<file path="src/card_number_luhn_classifier_assert.svh">
// ---------------------------------------------------------------------------
// Card number Luhn classifier: assertion macros
// Shared helpers for concurrent checks, clocked on clk and cut off in reset.
// ---------------------------------------------------------------------------
`ifndef CARD_NUMBER_LUHN_CLASSIFIER_ASSERT_SVH
`define CARD_NUMBER_LUHN_CLASSIFIER_ASSERT_SVH

// Same-cycle implication.
`define CNLC_ASSERT_IMPL(lbl, ante, cons, msg) \
	lbl: assert property (@(posedge clk) disable iff (!arst_n) (ante) |-> (cons)) \
		else $error(msg);

// Next-cycle implication.
`define CNLC_ASSERT_NEXT(lbl, ante, cons, msg) \
	lbl: assert property (@(posedge clk) disable iff (!arst_n) (ante) |=> (cons)) \
		else $error(msg);

`endif

</file>
<file path="src/cnlc_pkg.sv">
// ---------------------------------------------------------------------------
// Card number Luhn classifier package
// Widths, length limits, class codes and controller/datapath interface types.
// ---------------------------------------------------------------------------
`default_nettype none

package cnlc_pkg;

	localparam int CARD_W        = 63;
	localparam int CLASS_W       = 2;
	localparam int COUNT_W       = 5;
	localparam int DIGIT_W       = 4;
	localparam int NUM_DIGITS    = 19;
	localparam int BCD_W         = NUM_DIGITS * DIGIT_W;
	localparam int BIN_W         = 64;
	localparam int BITS_PER_STEP = 8;
	localparam int CONV_STEPS    = BIN_W / BITS_PER_STEP;
	localparam int STEP_CNT_W    = $clog2(CONV_STEPS);

	localparam logic [COUNT_W-1:0] MIN_DIGITS = 5'd13;
	localparam logic [COUNT_W-1:0] MAX_DIGITS = 5'd16;
	localparam logic [COUNT_W-1:0] LEN_SHORT  = 5'd13;
	localparam logic [COUNT_W-1:0] LEN_MID    = 5'd15;
	localparam logic [COUNT_W-1:0] LEN_LONG   = 5'd16;

	localparam logic [CLASS_W-1:0] CLASS_NONE  = 2'd0;
	localparam logic [CLASS_W-1:0] CLASS_LEAD4 = 2'd1;
	localparam logic [CLASS_W-1:0] CLASS_LEAD3 = 2'd2;
	localparam logic [CLASS_W-1:0] CLASS_LEAD5 = 2'd3;

	typedef struct packed {
		logic load;
		logic convert;
		logic scan;
		logic emit;
	} cmd_t;

	typedef struct packed {
		logic digits_left;
	} status_t;

endpackage

`default_nettype wire

</file>
<file path="src/cnlc_dp.sv">
// ---------------------------------------------------------------------------
// Card number Luhn classifier datapath
// Binary-to-BCD conversion, digit scan with running Luhn sum, and the
// registered result.
// ---------------------------------------------------------------------------
`default_nettype none

module cnlc_dp #(
	parameter logic [cnlc_pkg::COUNT_W-1:0] MAX_DIGITS = cnlc_pkg::MAX_DIGITS
) (
	input  wire                                 clk,
	input  cnlc_pkg::cmd_t                      cmd,
	output cnlc_pkg::status_t                   status,
	input  wire  [cnlc_pkg::CARD_W-1:0]         pan,
	output logic [cnlc_pkg::CLASS_W-1:0]        card_class,
	output logic                                luhn_valid,
	output logic [cnlc_pkg::COUNT_W-1:0]        digit_count
);

	localparam int DW  = cnlc_pkg::DIGIT_W;
	localparam int BPS = cnlc_pkg::BITS_PER_STEP;

	// Several shift-and-add-3 steps of the double-dabble conversion.
	function automatic logic [cnlc_pkg::BCD_W-1:0] dabble(
		input logic [cnlc_pkg::BCD_W-1:0] bcd_in,
		input logic [BPS-1:0]             bits
	);
		logic [cnlc_pkg::BCD_W-1:0] b;
		b = bcd_in;
		for (int i = 0; i < BPS; i++) begin
			for (int k = 0; k < cnlc_pkg::NUM_DIGITS; k++) begin
				if (b[k*DW +: DW] >= 4'd5) begin
					b[k*DW +: DW] = b[k*DW +: DW] + 4'd3;
				end
			end
			b = {b[cnlc_pkg::BCD_W-2:0], bits[BPS-1-i]};
		end
		return b;
	endfunction

	logic [cnlc_pkg::BCD_W-1:0]   bcd_q;
	logic [cnlc_pkg::BIN_W-1:0]   bin_q;
	logic [cnlc_pkg::COUNT_W-1:0] count_q;
	logic [DW-1:0]                sum_q;
	logic [DW-1:0]                lead_q;
	logic [DW-1:0]                second_q;
	logic [cnlc_pkg::CLASS_W-1:0] card_class_q;
	logic                         luhn_valid_q;
	logic [cnlc_pkg::COUNT_W-1:0] digit_count_q;

	logic [DW-1:0] digit;
	logic [4:0]    doubled;
	logic [4:0]    addend;
	logic [4:0]    sum_raw;
	logic [DW-1:0] sum_next;
	logic          len_ok;
	logic          pass;
	logic          lead4;
	logic          lead34_37;
	logic          lead51_55;
	logic [cnlc_pkg::CLASS_W-1:0] class_next;

	assign digit   = bcd_q[DW-1:0];
	assign doubled = {digit, 1'b0};
	// Even positions (odd count so far) are doubled, with the product's digits summed.
	assign addend  = count_q[0] ? ((doubled >= 5'd10) ? doubled - 5'd9 : doubled)
	                            : {1'b0, digit};
	assign sum_raw  = {1'b0, sum_q} + addend;
	assign sum_next = (sum_raw >= 5'd10) ? DW'(sum_raw - 5'd10) : DW'(sum_raw);

	assign status.digits_left = |bcd_q;

	assign len_ok    = (count_q >= cnlc_pkg::MIN_DIGITS) && (count_q <= MAX_DIGITS);
	assign pass      = len_ok && (sum_q == 4'd0);
	assign lead4     = (lead_q == 4'd4);
	assign lead34_37 = (lead_q == 4'd3) && ((second_q == 4'd4) || (second_q == 4'd7));
	assign lead51_55 = (lead_q == 4'd5) && (second_q >= 4'd1) && (second_q <= 4'd5);

	always_comb begin
		class_next = cnlc_pkg::CLASS_NONE;
		if (pass) begin
			if (count_q == cnlc_pkg::LEN_SHORT) begin
				if (lead4) class_next = cnlc_pkg::CLASS_LEAD4;
			end else if (count_q == cnlc_pkg::LEN_MID) begin
				if (lead34_37)  class_next = cnlc_pkg::CLASS_LEAD3;
				else if (lead4) class_next = cnlc_pkg::CLASS_LEAD4;
			end else if (count_q == cnlc_pkg::LEN_LONG) begin
				if (lead51_55)  class_next = cnlc_pkg::CLASS_LEAD5;
				else if (lead4) class_next = cnlc_pkg::CLASS_LEAD4;
			end
		end
	end

	always_ff @(posedge clk) begin
		if (cmd.load) begin
			bin_q    <= {1'b0, pan};
			bcd_q    <= '0;
			count_q  <= '0;
			sum_q    <= '0;
			lead_q   <= '0;
			second_q <= '0;
		end else if (cmd.convert) begin
			bcd_q <= dabble(bcd_q, bin_q[cnlc_pkg::BIN_W-1 -: BPS]);
			bin_q <= {bin_q[cnlc_pkg::BIN_W-BPS-1:0], {BPS{1'b0}}};
		end else if (cmd.scan) begin
			// The last two digits shifted out are the leading two of the number.
			bcd_q    <= {{DW{1'b0}}, bcd_q[cnlc_pkg::BCD_W-1:DW]};
			count_q  <= count_q + 5'd1;
			sum_q    <= sum_next;
			second_q <= lead_q;
			lead_q   <= digit;
		end
		if (cmd.emit) begin
			card_class_q  <= class_next;
			luhn_valid_q  <= pass;
			digit_count_q <= count_q;
		end
	end

	assign card_class  = card_class_q;
	assign luhn_valid  = luhn_valid_q;
	assign digit_count = digit_count_q;

endmodule

`default_nettype wire

</file>
<file path="src/cnlc_ctrl.sv">
// ---------------------------------------------------------------------------
// Card number Luhn classifier controller
// Sequences load, conversion, digit scan and result hand-off; owns the
// handshake flags of both channels.
// ---------------------------------------------------------------------------
`default_nettype none

`include "card_number_luhn_classifier_assert.svh"

module cnlc_ctrl (
	input  wire                clk,
	input  wire                arst_n,
	input  wire                card_valid,
	output logic               card_stall,
	output logic               result_valid,
	input  wire                result_stall,
	output cnlc_pkg::cmd_t     cmd,
	input  cnlc_pkg::status_t  status
);

	localparam logic [1:0] ST_IDLE   = 2'd0;
	localparam logic [1:0] ST_CONV   = 2'd1;
	localparam logic [1:0] ST_SCAN   = 2'd2;
	localparam logic [1:0] ST_DECIDE = 2'd3;

	localparam logic [cnlc_pkg::STEP_CNT_W-1:0] LAST_STEP =
		cnlc_pkg::STEP_CNT_W'(cnlc_pkg::CONV_STEPS - 1);

	logic [1:0]                        state_q;
	logic [1:0]                        state_next;
	logic [cnlc_pkg::STEP_CNT_W-1:0]   step_q;
	logic                              result_valid_q;
	logic                              card_take;
	logic                              out_free;

	assign card_stall = (state_q != ST_IDLE);
	assign card_take  = card_valid && !card_stall;
	assign out_free   = !result_valid_q || !result_stall;

	always_comb begin
		cmd        = '0;
		state_next = state_q;
		case (state_q)
			ST_IDLE: begin
				if (card_take) begin
					cmd.load   = 1'b1;
					state_next = ST_CONV;
				end
			end
			ST_CONV: begin
				cmd.convert = 1'b1;
				if (step_q == LAST_STEP) state_next = ST_SCAN;
			end
			ST_SCAN: begin
				if (status.digits_left) cmd.scan = 1'b1;
				else                    state_next = ST_DECIDE;
			end
			ST_DECIDE: begin
				if (out_free) begin
					cmd.emit   = 1'b1;
					state_next = ST_IDLE;
				end
			end
			default: state_next = ST_IDLE;
		endcase
	end

	always_ff @(posedge clk or negedge arst_n) begin
		if (!arst_n) begin
			state_q        <= ST_IDLE;
			step_q         <= '0;
			result_valid_q <= 1'b0;
		end else begin
			state_q <= state_next;
			if (state_q == ST_CONV) step_q <= step_q + 1'b1;
			else                    step_q <= '0;
			if (cmd.emit)           result_valid_q <= 1'b1;
			else if (!result_stall) result_valid_q <= 1'b0;
		end
	end

	assign result_valid = result_valid_q;

	`CNLC_ASSERT_NEXT(a_take_starts_conv, card_take, state_q == ST_CONV, "accepted beat did not start conversion")
	`CNLC_ASSERT_NEXT(a_conv_ends_in_scan, (state_q == ST_CONV) && (step_q == LAST_STEP), state_q == ST_SCAN, "conversion overran")
	`CNLC_ASSERT_IMPL(a_emit_no_overwrite, cmd.emit, !result_valid_q || !result_stall, "held result overwritten")
	`CNLC_ASSERT_IMPL(a_result_from_emit, $rose(result_valid_q), $past(cmd.emit), "result beat without a decision")

endmodule

`default_nettype wire

</file>
<file path="src/card_number_luhn_classifier.sv">
// ---------------------------------------------------------------------------
// Card number Luhn classifier
// Counts the decimal digits of a binary card number, runs the mod-10 Luhn
// check and classifies the number by its length and leading digits.
//
//   channel  handshake                    payload
//   card     card_valid / card_stall      pan[62:0]
//   result   result_valid / result_stall  card_class[1:0], luhn_valid, digit_count[4:0]
//
// From acceptance to the next accept an item passes through the load, then
// binary-to-BCD conversion at eight bits a cycle, then the Luhn accumulator
// at one decimal digit a cycle, plus a scan step that finds no digit left,
// then the decision.
// The result sits in an output register, so a new card is taken while it waits.
// A stalled result holds the decision cycle until the output register frees.
// Reset clears the controller and the result valid flag only.
// ---------------------------------------------------------------------------
`default_nettype none

module card_number_luhn_classifier #(
	parameter logic [cnlc_pkg::COUNT_W-1:0] MAX_DIGITS = cnlc_pkg::MAX_DIGITS
) (
	input  wire                                  clk,
	input  wire                                  arst_n,
	input  wire                                  card_valid,
	output logic                                 card_stall,
	input  wire  [cnlc_pkg::CARD_W-1:0]          pan,
	output logic                                 result_valid,
	input  wire                                  result_stall,
	output logic [cnlc_pkg::CLASS_W-1:0]         card_class,
	output logic                                 luhn_valid,
	output logic [cnlc_pkg::COUNT_W-1:0]         digit_count
);

	cnlc_pkg::cmd_t    cmd;
	cnlc_pkg::status_t status;

	cnlc_ctrl u_ctrl (
		.clk          (clk),
		.arst_n       (arst_n),
		.card_valid   (card_valid),
		.card_stall   (card_stall),
		.result_valid (result_valid),
		.result_stall (result_stall),
		.cmd          (cmd),
		.status       (status)
	);

	cnlc_dp #(
		.MAX_DIGITS (MAX_DIGITS)
	) u_dp (
		.clk         (clk),
		.cmd         (cmd),
		.status      (status),
		.pan         (pan),
		.card_class  (card_class),
		.luhn_valid  (luhn_valid),
		.digit_count (digit_count)
	);

endmodule

`default_nettype wire
</file>
<file path="config.mk">
export PLATFORM = sky130hd
export DESIGN_NAME = card_number_luhn_classifier
export DESIGN_NICKNAME = d
export VERILOG_FILES = /design/src/cnlc_pkg.sv /design/src/cnlc_dp.sv /design/src/cnlc_ctrl.sv /design/src/card_number_luhn_classifier.sv
export VERILOG_INCLUDE_DIRS = /design/src /design/src/src
export SDC_FILE = /design/constraint.sdc
export NUM_CORES = 1
export LEC_CHECK = 0
export ABC_CLOCK_PERIOD_IN_PS = 7850
export BUFFER_PORTS_ARGS = -buffer_cell sky130_fd_sc_hd__buf_2
export CAP_MARGIN = 15
export CORE_MARGIN = 5
export CORE_UTILIZATION = 50
export CTS_BUF_LIST = sky130_fd_sc_hd__clkbuf_4
export CTS_CLUSTER_DIAMETER = 100
export CTS_CLUSTER_SIZE = 16
export DETAILED_ROUTE_END_ITERATION = 8
export GPL_ROUTABILITY_DRIVEN = 0
export HOLD_SLACK_MARGIN = 0.15
export PLACE_DENSITY = 0.71
export SYNTH_ARGS = -nofsm -noshare
export SYNTH_HDL_FRONTEND = slang
export SYNTH_HIERARCHICAL = 1
export SYNTH_SLANG_ARGS = --single-unit
</file>
<file path="constraint.sdc">
create_clock -name clk -period 7.85 [get_ports clk]
set_input_delay 1.57 -clock clk [delete_from_list [all_inputs] [get_ports clk]]
set_output_delay 1.57 -clock clk [all_outputs]
set_load 0.05 [all_outputs]
</file>
==> results of run 1 <==
[per-layer routing]
metal,wire length [microns],global-route usage [%]
met1,29800,27.9
met5,0,0
met3,1600,2.25
met4,511,3.18
met2,28200,34.2
[layout by cell type, fill, tap and decap left out, drive strengths merged, types with 18 or more instances in the layout]
master | Yosys | final
buf | 46 | 87
o31ai | 36 | 36
edfxtp | 71 | 71
nor3 | 72 | 72
o32ai | 20 | 20
xnor2 | 84 | 84
mux2 | 120 | 120
or3 | 26 | 26
clkbuf | 53 | 18
or2 | 42 | 42
o22ai | 50 | 50
o21ai | 246 | 246
a31oi | 45 | 45
a2bb2oi | 23 | 23
o21a | 47 | 47
xor2 | 42 | 42
o211a | 22 | 22
and2 | 50 | 50
inv | 251 | 256
a21oi | 235 | 235
and3 | 28 | 28
nor4 | 23 | 23
mux2i | 154 | 154
o211ai | 57 | 57
nor3b | 18 | 18
a21boi | 21 | 21
nand3 | 64 | 64
nor2 | 275 | 275
nand2 | 237 | 237
a211oi | 86 | 86
ha | 181 | 181
dfxtp | 94 | 94
nand2b | 58 | 58
o21bai | 27 | 27
a211o | 23 | 23
nor2b | 58 | 58
a21o | 39 | 39
[state kept, by name (all words and copies together), names as in the netlist]
register / flops
u_dp/lead_q: 4
u_dp/luhn_valid: 1
u_dp/card_class: 2
u_dp/count_q: 5
u_ctrl/state_q: 2
u_dp/second_q: 4
u_ctrl/result_valid: 1
u_dp/bcd_q: 76
u_dp/digit_count: 5
u_dp/bin_q: 64
u_ctrl/step_q: 3
u_dp/sum_q: 4
[logic make-up (layout without fill, tap and decap cells)]
group                    count (synthesis)  count (layout)  synth area share (%)
AO/OA/AOI/OAI                         1163            1163                  33.3
XOR/XNOR                               127             127                  5.84
adder cells (fa/ha/maj)                183             183                  8.77
buffers and inverters                  350             370                  5.35
flip-flops                             171             171                  15.9
multiplexers                           275             275                  11.3
other                                    0               2                     0
AND/OR/NAND/NOR                       1006            1006                  19.5
[worst register-to-register path, delay by kind of cell, from the launching register on]
family / cells / cell delay (ps)
AO/OA/AOI/OAI: 12 / 2410
adder cells (fa/ha/maj): 6 / 1410
AND/OR/NAND/NOR: 7 / 1220
buffers and inverters: 9 / 910
flip-flops: 1 / 410
XOR/XNOR: 1 / 260
multiplexers: 1 / 190
[how the worst min path moves through the flow]
| stage | startpoint | end | slack [ps] | cells past startpoint |
|---|---|---|---|---|
| after detailed placement | u_ctrl/step_q[0] | u_ctrl/step_q[0] | 430 | 1 |
| final | u_ctrl/step_q[0] | u_ctrl/step_q[0] | 460 | 1 |
| after CTS | u_ctrl/step_q[0] | u_ctrl/step_q[0] | 460 | 1 |
| after global routing | u_ctrl/step_q[0] | u_ctrl/step_q[0] | 470 | 1 |
| after global placement | u_ctrl/step_q[0] | u_ctrl/step_q[0] | 420 | 1 |
| after floorplan | u_ctrl/step_q[0] | u_ctrl/step_q[0] | 410 | 1 |
[stage by stage]
| stage | hold WS (ps) | setup WS (ps) | util, % |
|---|---|---|---|
| CTS | 455 | 995 | 53.1 |
| global route | 466 | 241 | 53.1 |
| floorplan | 409 | 1690 | - |
| global placement | 424 | 1080 | 52.4 |
| detailed placement | 435 | 1040 | 52.4 |
| finish | 455 | 958 | 53.1 |
[area by class of cell]
cell class | instances | area (sq um)
fill | 4984 | 24200
sequential | 171 | 4160
antenna | 2 | 5.00
multi-input combinational | 2754 | 20600
clock buffer | 18 | 135
clock inverter | 14 | 211
inverter | 251 | 942
timing repair buffer | 87 | 463
tap | 680 | 851
==> results, run 1 <==
- 77 I/O pins were placed.
- Setup repair after global routing left no endpoint under its margin.
- Data on the critical path is required at its endpoint by 8370 ps.
- In this run the cell area of the synthesized design comes to 26200 sq um.
- The number of H-tree levels is 4.
- No sink is reached through more buffers than the 2 on the longest clock path.
- Measured along the x axis, the die boundary spans 239 microns.
- Yosys mapped a number of flops with a built-in enable equal to 71.
- The path class of the tightest hold or removal check is flop to flop.
- The count of input and output buffers is 76.
- The final critical path time including I/O delays and setup is 6890 ps.
- The count of cells resized by post-cts repair is 0.
- Adding up every negative setup slack in the final design gives 0 ps.
- The remaining antenna violation count is 0.
- Together, buffers and inverters on the worst path number 9.
- The worst setup path is captured at a flop.
- After detailed routing, the number of vias per cell comes to 5.96.
- Entering global routing, the biggest net connects 69 pins.
- The mean instance size in the synthesized netlist is 7.99 sq um.
- At the end of the flow, the number of nets in the layout was 3531.
- The die covers 57000 sq um.
- The total area inside the core boundary comes to 51600 sq um.
- The first global-routing pass estimated 99.6 mm of wire.
- The data arrival time at the worst-slack endpoint is 7420 ps.
- The number of buffers inserted to repair setup after CTS is 0.
- The first element of the critical path is u_dp/bcd_q[20].
- The area share of the largest cell type after synthesis is 8.65%.
- The root cell of the clock tree is sky130_fd_sc_hd__clkbuf_4.
- The reg-to-reg critical path startpoint is u_dp/bcd_q[20].
- Yosys attributes the largest share of cell area to sky130_fd_sc_hd__ha_1, sky130_fd_sc_hd__edfxtp_1, sky130_fd_sc_hd__dfxtp_1, sky130_fd_sc_hd__mux2i_1, sky130_fd_sc_hd__mux2_2.
- Setup violations remaining at the end of the flow were counted as 0.
- Summed over all layers, the global routing overflow is 0.
- The maximum fanout count along the critical path is 8.
- After synthesis, flip-flops and latches occupy 15.9% of the total area.
- The number of pins with negative max-slew slack in the final report is 0.
- By instance count, the leading cell after synthesis is sky130_fd_sc_hd__nor2_1.
- The top cell type by total area after synthesis is sky130_fd_sc_hd__ha_1.
- At the pin with the least slew margin, the transition time is 800 ps.
- The critical path's top delay family is compound AO/OA/AOI/OAI gates.
- The initial antenna violation count was 1.
- The first routing iteration left 1417 violations.
- The highest clock rate is 145 MHz.
- The number of different library cells used by synthesis comes to 139.
- The final route contains 23713 vias.
- The clock latency of the later-clocked register in the worst-skew pair is 650 ps.
- The fraction of registers with async set or reset after synthesis is 3.51%.
- The hold violation count in the final report is 0.
- From synthesis to final layout, the design area changed by 4.66%.
- The clock tree from TritonCTS is built.
- The worst setup path endpoint is u_dp/bcd_q[31].
- In this run, post-CTS hold repair placed 0 buffers.
- The post-route netlist has 16.8% of its cells at a drive strength greater than 1.
- For this run, the leading register cell type out of synthesis is sky130_fd_sc_hd__dfxtp_1.
- The sum of routed wire length over all layers is 60.1 mm.
- The startpoint type of the worst setup path is a flop.
- The design area is 27400 sq um.
- The slowest stage of the critical path is the sky130_fd_sc_hd__o2bb2ai_1 cell.
- The worst-case reg-to-reg path depth is 36.
- In this run the cell area measured after placement is 27000 sq um.
- Setup slack on the worst reg-to-reg path comes out at 960 ps.
- After technology mapping, the gate count stands at 3275.
- The total CTS buffers is 17.
- The sum of net half-perimeters after detailed placement is 46.5 mm.
- The cell count after placement is 3943.
- The clock skew after layout is 29.3 ps.
- After detailed routing, the average wire length per cell comes to 15.1 microns.
- The final critical-path share of the clock period is 87.8%.
- The cell count along the critical path is 36.
- The cell with the most instances on the worst path is sky130_fd_sc_hd__inv_1.
- The terminus of the critical flop-to-flop path is u_dp/bcd_q[31].
- The number of global-route vias before repair is 21192.
- Yosys printed 6 warnings.
- The run finished with clean final reports.
- The total routing usage reported by global routing is 20.0%.
- The net count after synthesis is 3524.
- The total clock sinks is 171.
- After clock tree synthesis, the clock-pin slew on the worst setup and hold paths is 170 ps.
- Once the floorplan was initialized, standard cells occupied 50.7% of the core.
- In this run the tightest slew margin relative to its limit is 45.2%.
- Max-cap violations in this run came to 0.
- In the routed design, unresolved DRC markers number 0.
- In this design, the stage delay of the slowest critical-path cell is 490 ps.
- The die is 239 microns tall.
- The post-route non-filler standard cell count is 3977.
- The critical path start-end classification is flop to flop.
- Counting flops and latches in the post-synthesis netlist gives 171.
- The first-pass detailed-route iteration total is 6.
- After synthesis, the most frequently instantiated cells are sky130_fd_sc_hd__nor2_1, sky130_fd_sc_hd__nand2_1, sky130_fd_sc_hd__inv_1, sky130_fd_sc_hd__a21oi_1, sky130_fd_sc_hd__ha_1.
- The placement row count is 83.
Power of run 1 is left out: the tool's default activity adds up to more than one toggle a clock period on the data nets, which glitch-free logic cannot reach.
==> run 2: changes to the inputs <==
ABC_CLOCK_PERIOD_IN_PS = 7500   (was 7850)
clock period = 7.5 ns   (was 7.85 ns; I/O delays follow)
==> run 2 against run 1 <==
Against the previous run:
- via count hardly changed
- final area hardly changed
- clock skew is 11 ps lower
- fmax is 0.27% higher
- first-iteration DRC count is 12% higher
- die area stayed put
- global-route usage is 0.076 points lower
- hold slack worse by 1.7 ps
- sequential share of layout area hardly changed
- core utilization hardly changed
- setup slack worse by 330 ps
- highest routed layer unchanged
==> results, run 2 (synthesized netlist as in run 1, its figures left out) <==
- The run finished with clean final reports.
- For this run, the detailed router's first-pass iteration total came to 6.
- The clock tree from TritonCTS is built.
- The final critical path time including I/O delays and setup is 6870 ps.
- The pin count of the biggest net entering global routing is 69.
- The number of global-route vias before repair is 21071.
- The share of cells above drive strength 1 is 17.1%.
- In the layout the commonest cells are sky130_fd_sc_hd__nor2_1, sky130_fd_sc_hd__nand2_1, sky130_fd_sc_hd__inv_1, sky130_fd_sc_hd__a21oi_1, sky130_fd_sc_hd__ha_1.
- The hold violation count in the final report came to 0.
- In this run the tightest slew margin relative to its limit is 34.0%.
- Across the whole layout, storage elements account for 4160 sq um.
- The clock skew after layout is 18.6 ps.
- For this design the top-level I/O count stands at 77.
- From synthesis to final layout, the design area changed by 4.68%.
- Max-cap violations in this run came to 0.
- The register with the most flip-flops in the layout has 76 of them.
- The terminus of the critical flop-to-flop path is u_dp/bcd_q[48].
- The cell with the largest stage delay on the worst path is sky130_fd_sc_hd__dfxtp_1.
- The floorplan step set the die height to 239 microns.
- The overall die area is 57000 sq um.
- After routing the design area is 27400 sq um.
- The final hold slack is 453 ps.
- The data arrival time at the worst-slack endpoint is 7390 ps.
- The worst-case reg-to-reg path depth is 34.
- More flip-flops sit in one register than any other, and that register is u_dp/bcd_q.
- The sum of routed wire length over all layers is 59.7 mm.
- The post-route core utilization is 53.1%.
- The reg2reg setup slack is 630 ps.
- The global route total overflow is 0.
- The slew at the pin closest to its max-slew limit is 987 ps.
- The final critical-path share of the clock period is 91.6%.
- The core region is 51600 sq um.
- The min-delay analysis places its worst path in the category flop to flop.
- The number of setup buffers added after CTS is 0.
- The first-pass GRT wire length is 99.2 mm.
- The startpoint type of the worst setup path is a flop.
- At the later pin of the worst-skew pair, clock insertion delay measures 650 ps.
- The maximum clock insertion buffer count is 2.
- Derived from the worst setup path, the maximum achievable clock frequency is 145 MHz.
- Buffers inserted to repair hold after CTS numbered 0.
- After clock tree synthesis, the repair step resized 0 gates.
- The total number of vias is 23712.
- The number of H-tree levels is 4.
- The placement row count is 83.
- The DRC marker count from the first detailed-route iteration is 1580.
- The accumulated negative setup slack is 0 ps.
- The reg-to-reg critical path startpoint is u_dp/bcd_q[44].
- In this run the most critical hold path is launched from u_ctrl/step_q[0].
- The maximum fanout count along the critical path is 8.
- The count of input and output buffers is 76.
- The library cell used most frequently in the layout, excluding fill and tap cells, is sky130_fd_sc_hd__nor2_1.
- The die is 239 microns wide.
- The standard cell area after detailed placement is 27100 sq um.
- By instance count, the cell type seen most on the critical path is sky130_fd_sc_hd__ha_1.
- The number of pins with negative max-slew slack in the final report came to 0.
- In the routed design, unresolved DRC markers number 0.
- The initial antenna violation count was 3.
- Detailed placement ended at an HPWL of 46.2 mm.
- In the final layout, the registers with the most flip-flops are u_dp/bcd_q (76), u_dp/bin_q (64).
- The critical path start-end classification is flop to flop.
- The total clock sinks is 171.
- Setup repair after global routing left no endpoint under its margin.
- The detail route stage leaves a number of antenna-violating nets equal to 0.
- Counting instances, the worst hold path has a depth of 1.
- The total routing usage reported by global routing is 20.0%.
- The routed length per placed instance is 15.0 microns.
- Setup violations remaining at the end of the flow were counted as 0.
- The multi-input combinational cells in the finished layout cover a total of 20700 sq um.
- The effective utilization at floorplan is 50.7%.
- The clock slew at the register clock pins of the worst setup and hold paths is 150 ps.
- The tree is rooted in a sky130_fd_sc_hd__clkbuf_4.
- For this run, the slowest stage of the critical path takes 520 ps.
- The endpoint class of the critical path is a flop.
- The via count normalized by instance count is 5.96.
- The critical path required time is 8010 ps.
- The number of nets in the final layout is 3534.
- After filler insertion, the fill cell instance count of the layout stands at 4957.
- In this run the worst setup path begins at u_dp/bcd_q[44].
- For hold timing, the worst endpoint is u_ctrl/step_q[0].
- The number of clock buffers added by TritonCTS is 17.
## run 2: changes by cell type in the layout (fill, tap and decap cells not counted), sizes merged
cell	delta
buf	+3
bufinv	-2
clkbuf	-1
clkinv	+2
clkinvlp	+3
inv	-2
## run 2: worst max path at each step
stage | cells after the start | slack (ps) | end
6_report | 34 | 630 | u_dp/bcd_q[48]
5_1_grt | 36 | 40 | u_dp/bcd_q[52]
2_1_floorplan | 33 | 1340 | u_dp/bcd_q[31]
4_1_cts | 33 | 550 | u_dp/bcd_q[31]
3_5_place_dp | 33 | 590 | u_dp/bcd_q[31]
3_3_place_gp | 33 | 690 | u_dp/bcd_q[32]
## run 2: stage by stage
| stage | cells | setup WS [ps] |
|---|---|---|
| after detailed placement | 3946 | 594 |
| after global placement | 3946 | 693 |
| final | 3980 | 627 |
| after CTS | 3978 | 549 |
| after floorplan | 3275 | 1340 |
| after global routing | 3980 | 37.2 |
## run 2: cell type report
cell class	instances	area share [%]
clock buffer	17	0.466
multi-input combinational	2754	75.4
tap	680	3.10
antenna	2	0.0183
timing repair buffer	90	1.77
inverter	251	3.44
clock inverter	15	0.612
sequential	171	15.2
## run 2: metal layers
metal / global-route usage (%) / vias up / wire, microns
li1: - / 12338 / -
met1: 28.1 / 11030 / 29600
met2: 33.6 / 299 / 27700
met3: 1.87 / 45 / 1640
met4: 3.86 / 0 / 719
met5: 0 / - / 0
## run 2: worst max-delay path: cells and delay by family (launching register included)
| family | cells | cell delay [ps] |
|---|---|---|
| xor+xnor | 1 | 280 |
| compound gates | 12 | 2750 |
| fa+ha+maj | 6 | 1180 |
| flops | 1 | 520 |
| mux | 1 | 200 |
| simple gates | 7 | 1290 |
| buf+inv | 7 | 530 |
Power of run 2 is left out for the same reason.
